===== config.mk =====
export PLATFORM = sky130hd
export DESIGN_NAME = midpoint_ellipse_rasterizer_unit_flat
export DESIGN_NICKNAME = d
export VERILOG_FILES = /design/src/hdl/mer_pkg.sv /design/src/hdl/mer_if.sv /design/src/hdl/mer_ctrl.sv /design/src/hdl/mer_datapath.sv /design/src/hdl/midpoint_ellipse_rasterizer_unit.sv /design/src/flat_wrapper.sv
export SDC_FILE = /design/constraint.sdc
export NUM_CORES = 2
export LEC_CHECK = 0
export BUFFER_PORTS_ARGS = -buffer_cell sky130_fd_sc_hd__buf_2
export CORE_ASPECT_RATIO = 1.25
export CORE_MARGIN = 8
export CORE_UTILIZATION = 45
export DETAILED_ROUTE_END_ITERATION = 6
export PLACE_DENSITY = 0.67
export SYNTH_ARGS = -nofsm -noshare
export SYNTH_HDL_FRONTEND = slang
export SYNTH_HIERARCHICAL = 1
export SYNTH_SLANG_ARGS = --single-unit

===== constraint.sdc =====
create_clock -name i_clk -period 12.48 [get_ports i_clk]
set_input_delay 0.624 -clock i_clk [delete_from_list [all_inputs] [get_ports i_clk]]
set_output_delay 0.624 -clock i_clk [all_outputs]
set_load 0.05 [all_outputs]

===== src/hdl/mer_pkg.sv =====
// Package for the midpoint ellipse rasterizer: datapath operation codes and the
// command/status structs exchanged by the controller and the datapath.
// No dependencies.
package mer_pkg;

    // Datapath operations, one per cycle, issued by the controller
    typedef enum logic [3:0] {
        OP_NOP          = 4'd0,
        OP_LOAD         = 4'd1,   // latch radii, place walk at (0, ry)
        OP_MUL_RXRX     = 4'd2,   // prod = rx * rx
        OP_MUL_RYRY     = 4'd3,   // rx^2 = prod, prod = ry * ry
        OP_MUL_RXSQ_RY  = 4'd4,   // ry^2 = prod, prod = rx^2 * ry
        OP_INIT         = 4'd5,   // region 1 gradient and decision set-up
        OP_STEP         = 4'd6,   // one walk step, emits a result
        OP_MUL_TX       = 4'd7,   // prod = (2x+1)^2
        OP_MUL_RYSQ_P   = 4'd8,   // prod = ry^2 * prod
        OP_MUL_YM       = 4'd9,   // dec = prod, prod = (y-1)^2
        OP_MUL_RXSQ_P   = 4'd10,  // prod = rx^2 * prod
        OP_MUL_RXSQ_RYSQ = 4'd11, // dec += 4*prod, prod = rx^2 * ry^2
        OP_SWITCH       = 4'd12   // dec -= 4*prod, enter region 2
    } t_dp_op;

    typedef struct packed {
        t_dp_op op;
    } t_dp_cmd;

    typedef struct packed {
        logic need_switch; // region 1 is over, region 2 set-up needed
        logic out_busy;    // output register holds a result not taken this cycle
    } t_dp_stat;

endpackage


===== src/hdl/mer_if.sv =====
// Valid/ready channel interfaces for the midpoint ellipse rasterizer:
// input items (mode and radii) and result items (point and flags).
// No dependencies.
interface mer_in_if #(
    parameter int RADIUS_BITS = 10
);
    logic                   valid;
    logic                   ready;
    logic                   mode;
    logic [RADIUS_BITS-1:0] radius_x;
    logic [RADIUS_BITS-1:0] radius_y;

    modport source (output valid, output mode, output radius_x, output radius_y,
                    input ready);
    modport sink   (input valid, input mode, input radius_x, input radius_y,
                    output ready);
endinterface

interface mer_out_if #(
    parameter int RADIUS_BITS = 10
);
    logic                   valid;
    logic                   ready;
    logic [RADIUS_BITS-1:0] point_x;
    logic [RADIUS_BITS-1:0] point_y;
    logic                   point_valid;
    logic                   done_res;

    modport source (output valid, output point_x, output point_y, output point_valid,
                    output done_res, input ready);
    modport sink   (input valid, input point_x, input point_y, input point_valid,
                    input done_res, output ready);
endinterface


===== src/hdl/mer_ctrl.sv =====
// Controller of the midpoint ellipse rasterizer: sequences start set-up,
// walk steps and the region 2 set-up over the shared multiplier.
// Depends on mer_pkg.
module mer_ctrl (
    input  logic              i_clk,
    input  logic              i_rst_n,
    input  logic              i_in_valid,
    input  logic              i_in_mode,
    output logic              o_in_ready,
    input  mer_pkg::t_dp_stat i_stat,
    output mer_pkg::t_dp_cmd  o_cmd
);
    import mer_pkg::*;

    typedef enum logic [11:0] {
        ST_IDLE = 12'b0000_0000_0001,
        ST_SQX  = 12'b0000_0000_0010,
        ST_SQY  = 12'b0000_0000_0100,
        ST_RXY  = 12'b0000_0000_1000,
        ST_INIT = 12'b0000_0001_0000,
        ST_STEP = 12'b0000_0010_0000,
        ST_TX   = 12'b0000_0100_0000,
        ST_A    = 12'b0000_1000_0000,
        ST_YM   = 12'b0001_0000_0000,
        ST_B    = 12'b0010_0000_0000,
        ST_C    = 12'b0100_0000_0000,
        ST_SW   = 12'b1000_0000_0000
    } t_ctl_state;

    t_ctl_state r_state;
    t_ctl_state n_state;
    logic       w_accept;

    assign o_in_ready = (r_state == ST_IDLE);
    assign w_accept   = i_in_valid && o_in_ready;

    // Next state and command
    always_comb begin
        n_state  = r_state;
        o_cmd.op = OP_NOP;
        case (r_state)
            ST_IDLE: begin
                if (w_accept) begin
                    if (i_in_mode) begin
                        n_state = ST_STEP;
                    end else begin
                        o_cmd.op = OP_LOAD;
                        n_state  = ST_SQX;
                    end
                end
            end
            ST_SQX: begin
                o_cmd.op = OP_MUL_RXRX;
                n_state  = ST_SQY;
            end
            ST_SQY: begin
                o_cmd.op = OP_MUL_RYRY;
                n_state  = ST_RXY;
            end
            ST_RXY: begin
                o_cmd.op = OP_MUL_RXSQ_RY;
                n_state  = ST_INIT;
            end
            ST_INIT: begin
                o_cmd.op = OP_INIT;
                n_state  = ST_IDLE;
            end
            ST_STEP: begin
                if (i_stat.need_switch) begin
                    n_state = ST_TX;
                end else if (!i_stat.out_busy) begin
                    o_cmd.op = OP_STEP;
                    n_state  = ST_IDLE;
                end
            end
            ST_TX: begin
                o_cmd.op = OP_MUL_TX;
                n_state  = ST_A;
            end
            ST_A: begin
                o_cmd.op = OP_MUL_RYSQ_P;
                n_state  = ST_YM;
            end
            ST_YM: begin
                o_cmd.op = OP_MUL_YM;
                n_state  = ST_B;
            end
            ST_B: begin
                o_cmd.op = OP_MUL_RXSQ_P;
                n_state  = ST_C;
            end
            ST_C: begin
                o_cmd.op = OP_MUL_RXSQ_RYSQ;
                n_state  = ST_SW;
            end
            ST_SW: begin
                o_cmd.op = OP_SWITCH;
                n_state  = ST_STEP;
            end
            default: begin
                n_state = ST_IDLE;
            end
        endcase
    end

    // State register
    always_ff @(posedge i_clk) begin
        if (!i_rst_n) begin
            r_state <= ST_IDLE;
        end else begin
            r_state <= n_state;
        end
    end

endmodule


===== src/hdl/mer_datapath.sv =====
// Datapath of the midpoint ellipse rasterizer: walk state, gradients, decision,
// one shared registered multiplier and the output register.
// Depends on mer_pkg.
module mer_datapath #(
    parameter int RADIUS_BITS = 10
) (
    input  logic                   i_clk,
    input  logic                   i_rst_n,
    input  mer_pkg::t_dp_cmd       i_cmd,
    input  logic [RADIUS_BITS-1:0] i_radius_x,
    input  logic [RADIUS_BITS-1:0] i_radius_y,
    output mer_pkg::t_dp_stat      o_stat,
    input  logic                   i_out_ready,
    output logic                   o_out_valid,
    output logic [RADIUS_BITS-1:0] o_point_x,
    output logic [RADIUS_BITS-1:0] o_point_y,
    output logic                   o_point_valid,
    output logic                   o_done_res
);
    import mer_pkg::*;

    localparam int R  = RADIUS_BITS;
    localparam int SW = 2 * R;       // squared radius
    localparam int YW = R + 1;       // signed y, ends at -1
    localparam int GW = 3 * R + 2;   // signed gradient
    localparam int DW = 4 * R + 8;   // signed decision, 4x scaled
    localparam int MW = 2 * R + 5;   // signed multiplier operand

    typedef enum logic [1:0] {
        PH_IDLE = 2'd0,
        PH_R1   = 2'd1,
        PH_R2   = 2'd2,
        PH_DONE = 2'd3
    } t_phase;

    logic [R-1:0]         r_rx;
    logic [R-1:0]         r_ry;
    logic [SW-1:0]        r_rxsq;
    logic [SW-1:0]        r_rysq;
    logic [R-1:0]         r_x;
    logic signed [YW-1:0] r_y;
    logic signed [GW-1:0] r_gx;
    logic signed [GW-1:0] r_gy;
    logic signed [DW-1:0] r_dec;
    logic signed [DW-1:0] r_prod;
    t_phase               r_phase;

    logic                 r_out_valid;
    logic [R-1:0]         r_pt_x;
    logic [R-1:0]         r_pt_y;
    logic                 r_pt_valid;
    logic                 r_done;

    logic signed [MW-1:0]   w_mul_a;
    logic signed [MW-1:0]   w_mul_b;
    logic signed [2*MW-1:0] w_mul;
    logic signed [YW:0]     w_ym1;
    logic signed [GW-1:0]   w_gx_inc;
    logic signed [GW-1:0]   w_gy_dec;
    logic signed [DW-1:0]   w_gx_inc_d;
    logic signed [DW-1:0]   w_gy_dec_d;
    logic signed [DW-1:0]   w_rxsq_d;
    logic signed [DW-1:0]   w_rysq_d;
    logic                   w_emit;
    logic                   w_dec_neg;
    logic                   w_dec_pos;

    // Step arithmetic
    assign w_ym1      = YW'(r_y) - (YW + 1)'(1);
    assign w_gx_inc   = r_gx + signed'(GW'({r_rysq, 1'b0}));
    assign w_gy_dec   = r_gy - signed'(GW'({r_rxsq, 1'b0}));
    assign w_gx_inc_d = DW'(w_gx_inc);
    assign w_gy_dec_d = DW'(w_gy_dec);
    assign w_rxsq_d   = signed'(DW'(r_rxsq));
    assign w_rysq_d   = signed'(DW'(r_rysq));
    assign w_dec_neg  = r_dec[DW-1];
    assign w_dec_pos  = !r_dec[DW-1] && (r_dec != '0);
    assign w_emit     = (i_cmd.op == OP_STEP);

    // Multiplier operand select
    always_comb begin
        w_mul_a = '0;
        w_mul_b = '0;
        case (i_cmd.op)
            OP_MUL_RXRX: begin
                w_mul_a = signed'(MW'(r_rx));
                w_mul_b = signed'(MW'(r_rx));
            end
            OP_MUL_RYRY: begin
                w_mul_a = signed'(MW'(r_ry));
                w_mul_b = signed'(MW'(r_ry));
            end
            OP_MUL_RXSQ_RY: begin
                w_mul_a = signed'(MW'(r_rxsq));
                w_mul_b = signed'(MW'(r_ry));
            end
            OP_MUL_TX: begin
                w_mul_a = signed'(MW'({r_x, 1'b1}));
                w_mul_b = signed'(MW'({r_x, 1'b1}));
            end
            OP_MUL_RYSQ_P: begin
                w_mul_a = signed'(MW'(r_rysq));
                w_mul_b = r_prod[MW-1:0];
            end
            OP_MUL_YM: begin
                w_mul_a = MW'(w_ym1);
                w_mul_b = MW'(w_ym1);
            end
            OP_MUL_RXSQ_P: begin
                w_mul_a = signed'(MW'(r_rxsq));
                w_mul_b = r_prod[MW-1:0];
            end
            OP_MUL_RXSQ_RYSQ: begin
                w_mul_a = signed'(MW'(r_rxsq));
                w_mul_b = signed'(MW'(r_rysq));
            end
            default: begin
                w_mul_a = '0;
                w_mul_b = '0;
            end
        endcase
    end

    assign w_mul = w_mul_a * w_mul_b;

    // Product register
    always_ff @(posedge i_clk) begin
        r_prod <= w_mul[DW-1:0];
    end

    // Walk state
    always_ff @(posedge i_clk) begin
        if (!i_rst_n) begin
            r_phase <= PH_IDLE;
        end else begin
            case (i_cmd.op)
                OP_LOAD: begin
                    r_rx <= i_radius_x;
                    r_ry <= i_radius_y;
                    r_x  <= '0;
                    r_y  <= signed'(YW'(i_radius_y));
                    r_gx <= '0;
                end
                OP_MUL_RYRY: begin
                    r_rxsq <= r_prod[SW-1:0];
                end
                OP_MUL_RXSQ_RY: begin
                    r_rysq <= r_prod[SW-1:0];
                end
                OP_INIT: begin
                    r_gy    <= {r_prod[GW-2:0], 1'b0};
                    r_dec   <= (w_rysq_d <<< 2) - (r_prod <<< 2) + w_rxsq_d;
                    r_phase <= PH_R1;
                end
                OP_MUL_YM: begin
                    r_dec <= r_prod;
                end
                OP_MUL_RXSQ_RYSQ: begin
                    r_dec <= r_dec + (r_prod <<< 2);
                end
                OP_SWITCH: begin
                    r_dec   <= r_dec - (r_prod <<< 2);
                    r_phase <= PH_R2;
                end
                OP_STEP: begin
                    case (r_phase)
                        PH_R1: begin
                            r_x  <= r_x + R'(1);
                            r_gx <= w_gx_inc;
                            if (w_dec_neg) begin
                                r_dec <= r_dec + ((w_gx_inc_d + w_rysq_d) <<< 2);
                            end else begin
                                r_y   <= r_y - YW'(1);
                                r_gy  <= w_gy_dec;
                                r_dec <= r_dec
                                         + ((w_gx_inc_d - w_gy_dec_d + w_rysq_d) <<< 2);
                            end
                        end
                        PH_R2: begin
                            if (r_y[YW-1]) begin
                                r_phase <= PH_DONE;
                            end else begin
                                r_y  <= r_y - YW'(1);
                                r_gy <= w_gy_dec;
                                if (w_dec_pos) begin
                                    r_dec <= r_dec + ((w_rxsq_d - w_gy_dec_d) <<< 2);
                                end else begin
                                    r_x   <= r_x + R'(1);
                                    r_gx  <= w_gx_inc;
                                    r_dec <= r_dec
                                             + ((w_gx_inc_d - w_gy_dec_d + w_rxsq_d) <<< 2);
                                end
                            end
                        end
                        default: begin
                            r_phase <= r_phase;
                        end
                    endcase
                end
                default: begin
                    r_phase <= r_phase;
                end
            endcase
        end
    end

    // Output register: valid held until the transaction completes
    always_ff @(posedge i_clk) begin
        if (!i_rst_n) begin
            r_out_valid <= 1'b0;
        end else if (w_emit) begin
            r_out_valid <= 1'b1;
        end else if (i_out_ready) begin
            r_out_valid <= 1'b0;
        end
    end

    // Result payload; idle/finished and y below zero give a done result
    always_ff @(posedge i_clk) begin
        if (w_emit) begin
            if ((r_phase == PH_R1) || ((r_phase == PH_R2) && !r_y[YW-1])) begin
                r_pt_x     <= r_x;
                r_pt_y     <= r_y[R-1:0];
                r_pt_valid <= 1'b1;
                r_done     <= 1'b0;
            end else begin
                r_pt_x     <= '0;
                r_pt_y     <= '0;
                r_pt_valid <= 1'b0;
                r_done     <= 1'b1;
            end
        end
    end

    assign o_out_valid   = r_out_valid;
    assign o_point_x     = r_pt_x;
    assign o_point_y     = r_pt_y;
    assign o_point_valid = r_pt_valid;
    assign o_done_res    = r_done;

    // Status to the controller
    assign o_stat.need_switch = (r_phase == PH_R1) && !(r_gx < r_gy);
    assign o_stat.out_busy    = r_out_valid && !i_out_ready;

endmodule


===== src/hdl/midpoint_ellipse_rasterizer_unit.sv =====
// Top level of the midpoint ellipse rasterizer: controller plus datapath.
// Depends on mer_pkg, mer_if (mer_in_if, mer_out_if), mer_ctrl, mer_datapath.
//
//  channel  dir  payload                                      handshake
//  i_in     in   mode, radius_x, radius_y                     valid/ready
//  o_out    out  point_x, point_y, point_valid, done_res      valid/ready
//
// A step transaction passes accept and execute; the step that ends region 1 first passes
// a check and the region 2 set-up states TX, A, YM, B, C, SW on the shared multiplier.
// A start transaction returns no result: load, three multiplies (SQX, SQY, RXY), INIT.
// Reset (synchronous, active low) returns the walk to idle: a step then reports done.
// A stalled result is held in the output register; the next item is still taken,
// and its step waits in the execute cycle until the register is free.
module midpoint_ellipse_rasterizer_unit #(
    parameter int RADIUS_BITS = 10
) (
    input logic      i_clk,
    input logic      i_rst_n,
    mer_in_if.sink   i_in,
    mer_out_if.source o_out
);
    import mer_pkg::*;

    t_dp_cmd  w_cmd;
    t_dp_stat w_stat;
    logic     w_in_ready;

    mer_ctrl u_ctrl (
        .i_clk      (i_clk),
        .i_rst_n    (i_rst_n),
        .i_in_valid (i_in.valid),
        .i_in_mode  (i_in.mode),
        .o_in_ready (w_in_ready),
        .i_stat     (w_stat),
        .o_cmd      (w_cmd)
    );

    mer_datapath #(
        .RADIUS_BITS (RADIUS_BITS)
    ) u_datapath (
        .i_clk         (i_clk),
        .i_rst_n       (i_rst_n),
        .i_cmd         (w_cmd),
        .i_radius_x    (i_in.radius_x),
        .i_radius_y    (i_in.radius_y),
        .o_stat        (w_stat),
        .i_out_ready   (o_out.ready),
        .o_out_valid   (o_out.valid),
        .o_point_x     (o_out.point_x),
        .o_point_y     (o_out.point_y),
        .o_point_valid (o_out.point_valid),
        .o_done_res    (o_out.done_res)
    );

    assign i_in.ready = w_in_ready;

    // No back-to-back accepts: every item needs its own execute cycle
    a_no_back_to_back: assert property (@(posedge i_clk) disable iff (!i_rst_n)
        (i_in.valid && i_in.ready) |=> !i_in.ready)
        else $error("input accepted in two consecutive cycles");

    // A start transaction never raises a result
    a_start_silent: assert property (@(posedge i_clk) disable iff (!i_rst_n)
        (i_in.valid && i_in.ready && !i_in.mode) |=> !$rose(o_out.valid))
        else $error("result raised after a start transaction");

    // A result is either a point or done, never both or neither
    a_point_xor_done: assert property (@(posedge i_clk) disable iff (!i_rst_n)
        o_out.valid |-> (o_out.point_valid != o_out.done_res))
        else $error("result flags inconsistent");

    // A done result carries zero coordinates
    a_done_zero: assert property (@(posedge i_clk) disable iff (!i_rst_n)
        (o_out.valid && o_out.done_res) |-> ((o_out.point_x == '0) && (o_out.point_y == '0)))
        else $error("done result with nonzero coordinates");

endmodule


===== src/flat_wrapper.sv =====
// flat-port wrapper written by rule: the top's interface ports become plain ports
module midpoint_ellipse_rasterizer_unit_flat import mer_pkg::*;
#(
    parameter int RADIUS_BITS = 10
)
  (i_clk, i_rst_n, i_in_valid, i_in_mode, i_in_radius_x, i_in_radius_y, i_in_ready, o_out_valid, o_out_point_x, o_out_point_y, o_out_point_valid, o_out_done_res, o_out_ready);
  mer_in_if #(.RADIUS_BITS(RADIUS_BITS)) i_in_i ();
  mer_out_if #(.RADIUS_BITS(RADIUS_BITS)) o_out_i ();
  input logic i_clk;
  input logic i_rst_n;
  input wire logic [$bits(i_in_i.valid)-1:0] i_in_valid;
  input wire logic [$bits(i_in_i.mode)-1:0] i_in_mode;
  input wire logic [$bits(i_in_i.radius_x)-1:0] i_in_radius_x;
  input wire logic [$bits(i_in_i.radius_y)-1:0] i_in_radius_y;
  output wire logic [$bits(i_in_i.ready)-1:0] i_in_ready;
  output wire logic [$bits(o_out_i.valid)-1:0] o_out_valid;
  output wire logic [$bits(o_out_i.point_x)-1:0] o_out_point_x;
  output wire logic [$bits(o_out_i.point_y)-1:0] o_out_point_y;
  output wire logic [$bits(o_out_i.point_valid)-1:0] o_out_point_valid;
  output wire logic [$bits(o_out_i.done_res)-1:0] o_out_done_res;
  input wire logic [$bits(o_out_i.ready)-1:0] o_out_ready;
  assign i_in_i.valid = i_in_valid;
  assign i_in_i.mode = i_in_mode;
  assign i_in_i.radius_x = i_in_radius_x;
  assign i_in_i.radius_y = i_in_radius_y;
  assign i_in_ready = i_in_i.ready;
  assign o_out_valid = o_out_i.valid;
  assign o_out_point_x = o_out_i.point_x;
  assign o_out_point_y = o_out_i.point_y;
  assign o_out_point_valid = o_out_i.point_valid;
  assign o_out_done_res = o_out_i.done_res;
  assign o_out_i.ready = o_out_ready;
  midpoint_ellipse_rasterizer_unit #(.RADIUS_BITS(RADIUS_BITS)) u_core (.i_clk(i_clk), .i_rst_n(i_rst_n), .i_in(i_in_i), .o_out(o_out_i));
endmodule

==> results_dict.tcl <==
set metrics [dict create \
    drv_cap 0 \
    antenna_found_initial 2 \
    synth-seq-area-share_pct 16.01 \
    place_area_mm2 0.05180 \
    peakVddDrop_v 0.0001638 \
    hold_class "primary input to flip-flop" \
    place_ws_ns 0.02543 \
    cts-root-buf "clkbuf_16" \
    first_iter_violations 3316 \
    syn_area_per_cell_um2 8.563 \
    die_x_um 307.6 \
    drt-pass1-iter-count 7 \
    period_needed_ns 12.00 \
    final_cells 7220 \
    cts_tree "built" \
    grt_max_degree 65 \
    yosysWarningCount 6 \
    finalSetupViolations 0 \
    power_uw 4302 \
    fin_nets 6781 \
    power_frac_clock_pct 22.9 \
    final_cell_mix "inv_1, nand2_1, fa_1" \
    p_leak_uw 0.02453 \
    port_buffers 48 \
    powerDensity_mw_per_mm2 80.95 \
    dp_cells 7160 \
    final_util_pct 50.45 \
    timing.rr.start "u_core/u_datapath/r_gx[2]$_SDFFCE_PN0P_" \
    synth_nets 6588 \
    required_ns 12.99 \
    crit_top_cell "a21o_1" \
    skew_ns 0.01617 \
    path_clk_slew_ns 0.07 \
    cp-end-kind "flip-flop" \
    initial_core_util_pct 45.42 \
    clock_path_buffers 3 \
    critPathArrivalTime_ns 12.51 \
    max_stage_delay_ns 0.62 \
    numCtsBuffers 29 \
    drive_above_1_share_pct 9.909 \
    ys_types 114 \
    syn_inst 5587 \
    netSwitchingPower_uw 1806 \
    cts.sinks 276 \
    gp_congestion 0.9625 \
    antenna_cells 0 \
    violations "DRC" \
    grt_pass1_vias 42401 \
    power_frac_seq_pct 23.7 \
    design_area_mm2 0.05315 \
    mostFrequentLayoutCell "inv_1" \
    fmax_mhz 83.34 \
    die_area_mm2 0.1171 \
    grt_first_pass_wirelength_um 242500 \
    tightest_slew_ns 1.310 \
    synth_edf_count 213 \
    syn_area_mm2 0.04784 \
    p_int_uw 2496 \
    slowest_stage "fa_1" \
    wire_per_inst_um 21.57 \
    pwr-share-comb_pct 53.4 \
    dp_hpwl_um 128400 \
    seq_area_mm2 0.007657 \
    slew_headroom_pct 12.09 \
    core_mm2 0.1053 \
    synth_largest_area_cell "fa_1" \
    via_count 41546 \
    routed_via_density 5.754 \
    netlist.area_leader.share_pct 25.28 \
    status "finished with violations" \
    startpoint_type "flip-flop" \
    crit_type "flip-flop to flip-flop" \
    boundaryPins 49 \
    htree_levels 1 \
    cts_hold_buffers 0 \
    maxSlewViolCount 0 \
    grt-ovfl-total 0 \
    hold_viol_final 0 \
    drc 7 \
    insertion_delay_ns 0.63 \
    synth_area_leaders "fa_1, edfxtp_1, ha_1" \
    die_h_um 380.5 \
    synthFlopType "edfxtp_1" \
    finalCritPeriodShare_pct 96.14 \
    cp_max_fo 5 \
    synthToLayoutAreaGrowth_pct 11.09 \
    worst_slack_ns 0.4814 \
    ys_ff_latch 276 \
    multi_input_area_mm2 0.03651 \
    synth-async-reset-ratio_pct 0 \
    hold_start "i_in_radius_x[6]" \
    swShare_pct 41.99 \
    wl_um 155700 \
    nFillCells 9962 \
    grt_usage_pct 26.08 \
    postRouteAntennaNets 0 \
    num_rows 133 \
    crit_start "u_core/u_datapath/r_gx[2]$_SDFFCE_PN0P_" \
]
-- state kept, by name (all words and copies together), names as in the netlist, 11 cells and up --
name,count
u_core/u_datapath/r_y,11
u_core/u_datapath/r_rysq,20
u_core/u_datapath/r_gy,31
u_core/u_datapath/r_prod,48
u_core/u_datapath/r_rxsq,20
u_core/u_ctrl/r_state,12
u_core/u_datapath/r_gx,31
u_core/u_datapath/r_dec,48
-- cells in the mapped netlist, types with 9 or more instances --
cell type / count
or4_1: 11
o22ai_1: 14
nor3b_1: 14
nor2_1: 481
nor4_1: 43
or2_2: 13
nor2b_1: 59
nand4_1: 37
inv_1: 825
xnor2_1: 279
or3_1: 29
a22oi_1: 38
edfxtp_1: 213
nor3_1: 89
nand2_1: 611
nand3_1: 88
maj3_1: 11
ha_1: 372
o21ai_0: 260
a311oi_1: 9
a221o_1: 24
o221ai_1: 13
buf_1: 12
and3_1: 43
a31oi_1: 39
clkbuf_1: 195
a21boi_0: 13
xor2_1: 124
nand2b_1: 75
a211oi_1: 39
o211ai_1: 35
mux2i_1: 9
a222oi_1: 20
dfxtp_1: 63
a221oi_1: 27
o31ai_1: 32
a21oi_1: 282
buf_2: 14
o21bai_1: 19
nand3b_1: 9
fa_1: 604
a21o_1: 93
o21a_1: 33
a211o_1: 18
and2_1: 84
-- layer usage --
| metal | wire (um) | global-route usage (%) |
|---|---|---|
| met3 | 11670 | 2.709 |
| met5 | 21 | 0 |
| met4 | 5677 | 8.153 |
| met2 | 73910 | 44.28 |
| met1 | 64450 | 34.79 |
-- critical path: cells and delay by family (launching register included) --
kind,cells,cell delay [ns]
xor+xnor,1,0.14
fa+ha+maj,9,4.16
buf+inv,11,1.39
flops,1,0.39
simple gates,11,1.55
compound gates,25,4.22
-- power by group through the flow --
stage	clock network [uW]	logic [uW]	registers, uW
final	987	2300	1020
after global routing	1030	2520	1020
after CTS	1000	2250	1020
after detailed placement	0	2230	1040
after global placement	0	2210	1040
after floorplan	0	1730	1030
-- what timing repair did --
action | in CTS | in global routing
resized for setup | 1 | 58
endpoints found under the setup margin | 1 | 10
pin swaps | 0 | 27
setup buffers | 0 | 6
-- logic make-up after synthesis --
group | after synthesis | synth area share, %
AOI/OAI and AO/OA | 1125 | 15.65
DFF | 276 | 16.01
adders and majority gates | 988 | 35.26
xor gates and xnor gates | 412 | 7.708
buffers and inverters | 1049 | 8.291
and+or+nand+nor | 1725 | 16.82
muxes | 12 | 0.2589
-- worst paths after layout --
check                                     endpoint  slack [ns]  depth (start not counted)
max           u_core/u_datapath/r_prod[46]$_DFF_P_        0.48                         57
min            u_core/u_datapath/r_rx[6]$_DFFE_PP_        0.17                          1
max reg2reg   u_core/u_datapath/r_prod[46]$_DFF_P_        0.48                         57
min reg2reg  u_core/u_ctrl/r_state[8]$_SDFFE_PN0P_        0.57                          2
-- through the flow --
stage	hold slack, ns	TNS, ns
floorplan	0.4237	0
global placement	0.5321	0
detailed placement	0.5463	0
CTS	0.1496	0
global route	0.1590	-0.07652
finish	0.1742	0
-- final cells by class --
type,instances,share of cell area (%)
flip-flops and latches,276,14.41
inverters,826,5.834
well taps,1417,3.336
repair buffers,385,5.714
clock buffers,37,1.559
clock inverters,17,0.4450
multi-input cells,4262,68.70
(Power assumes the default switching activity.)
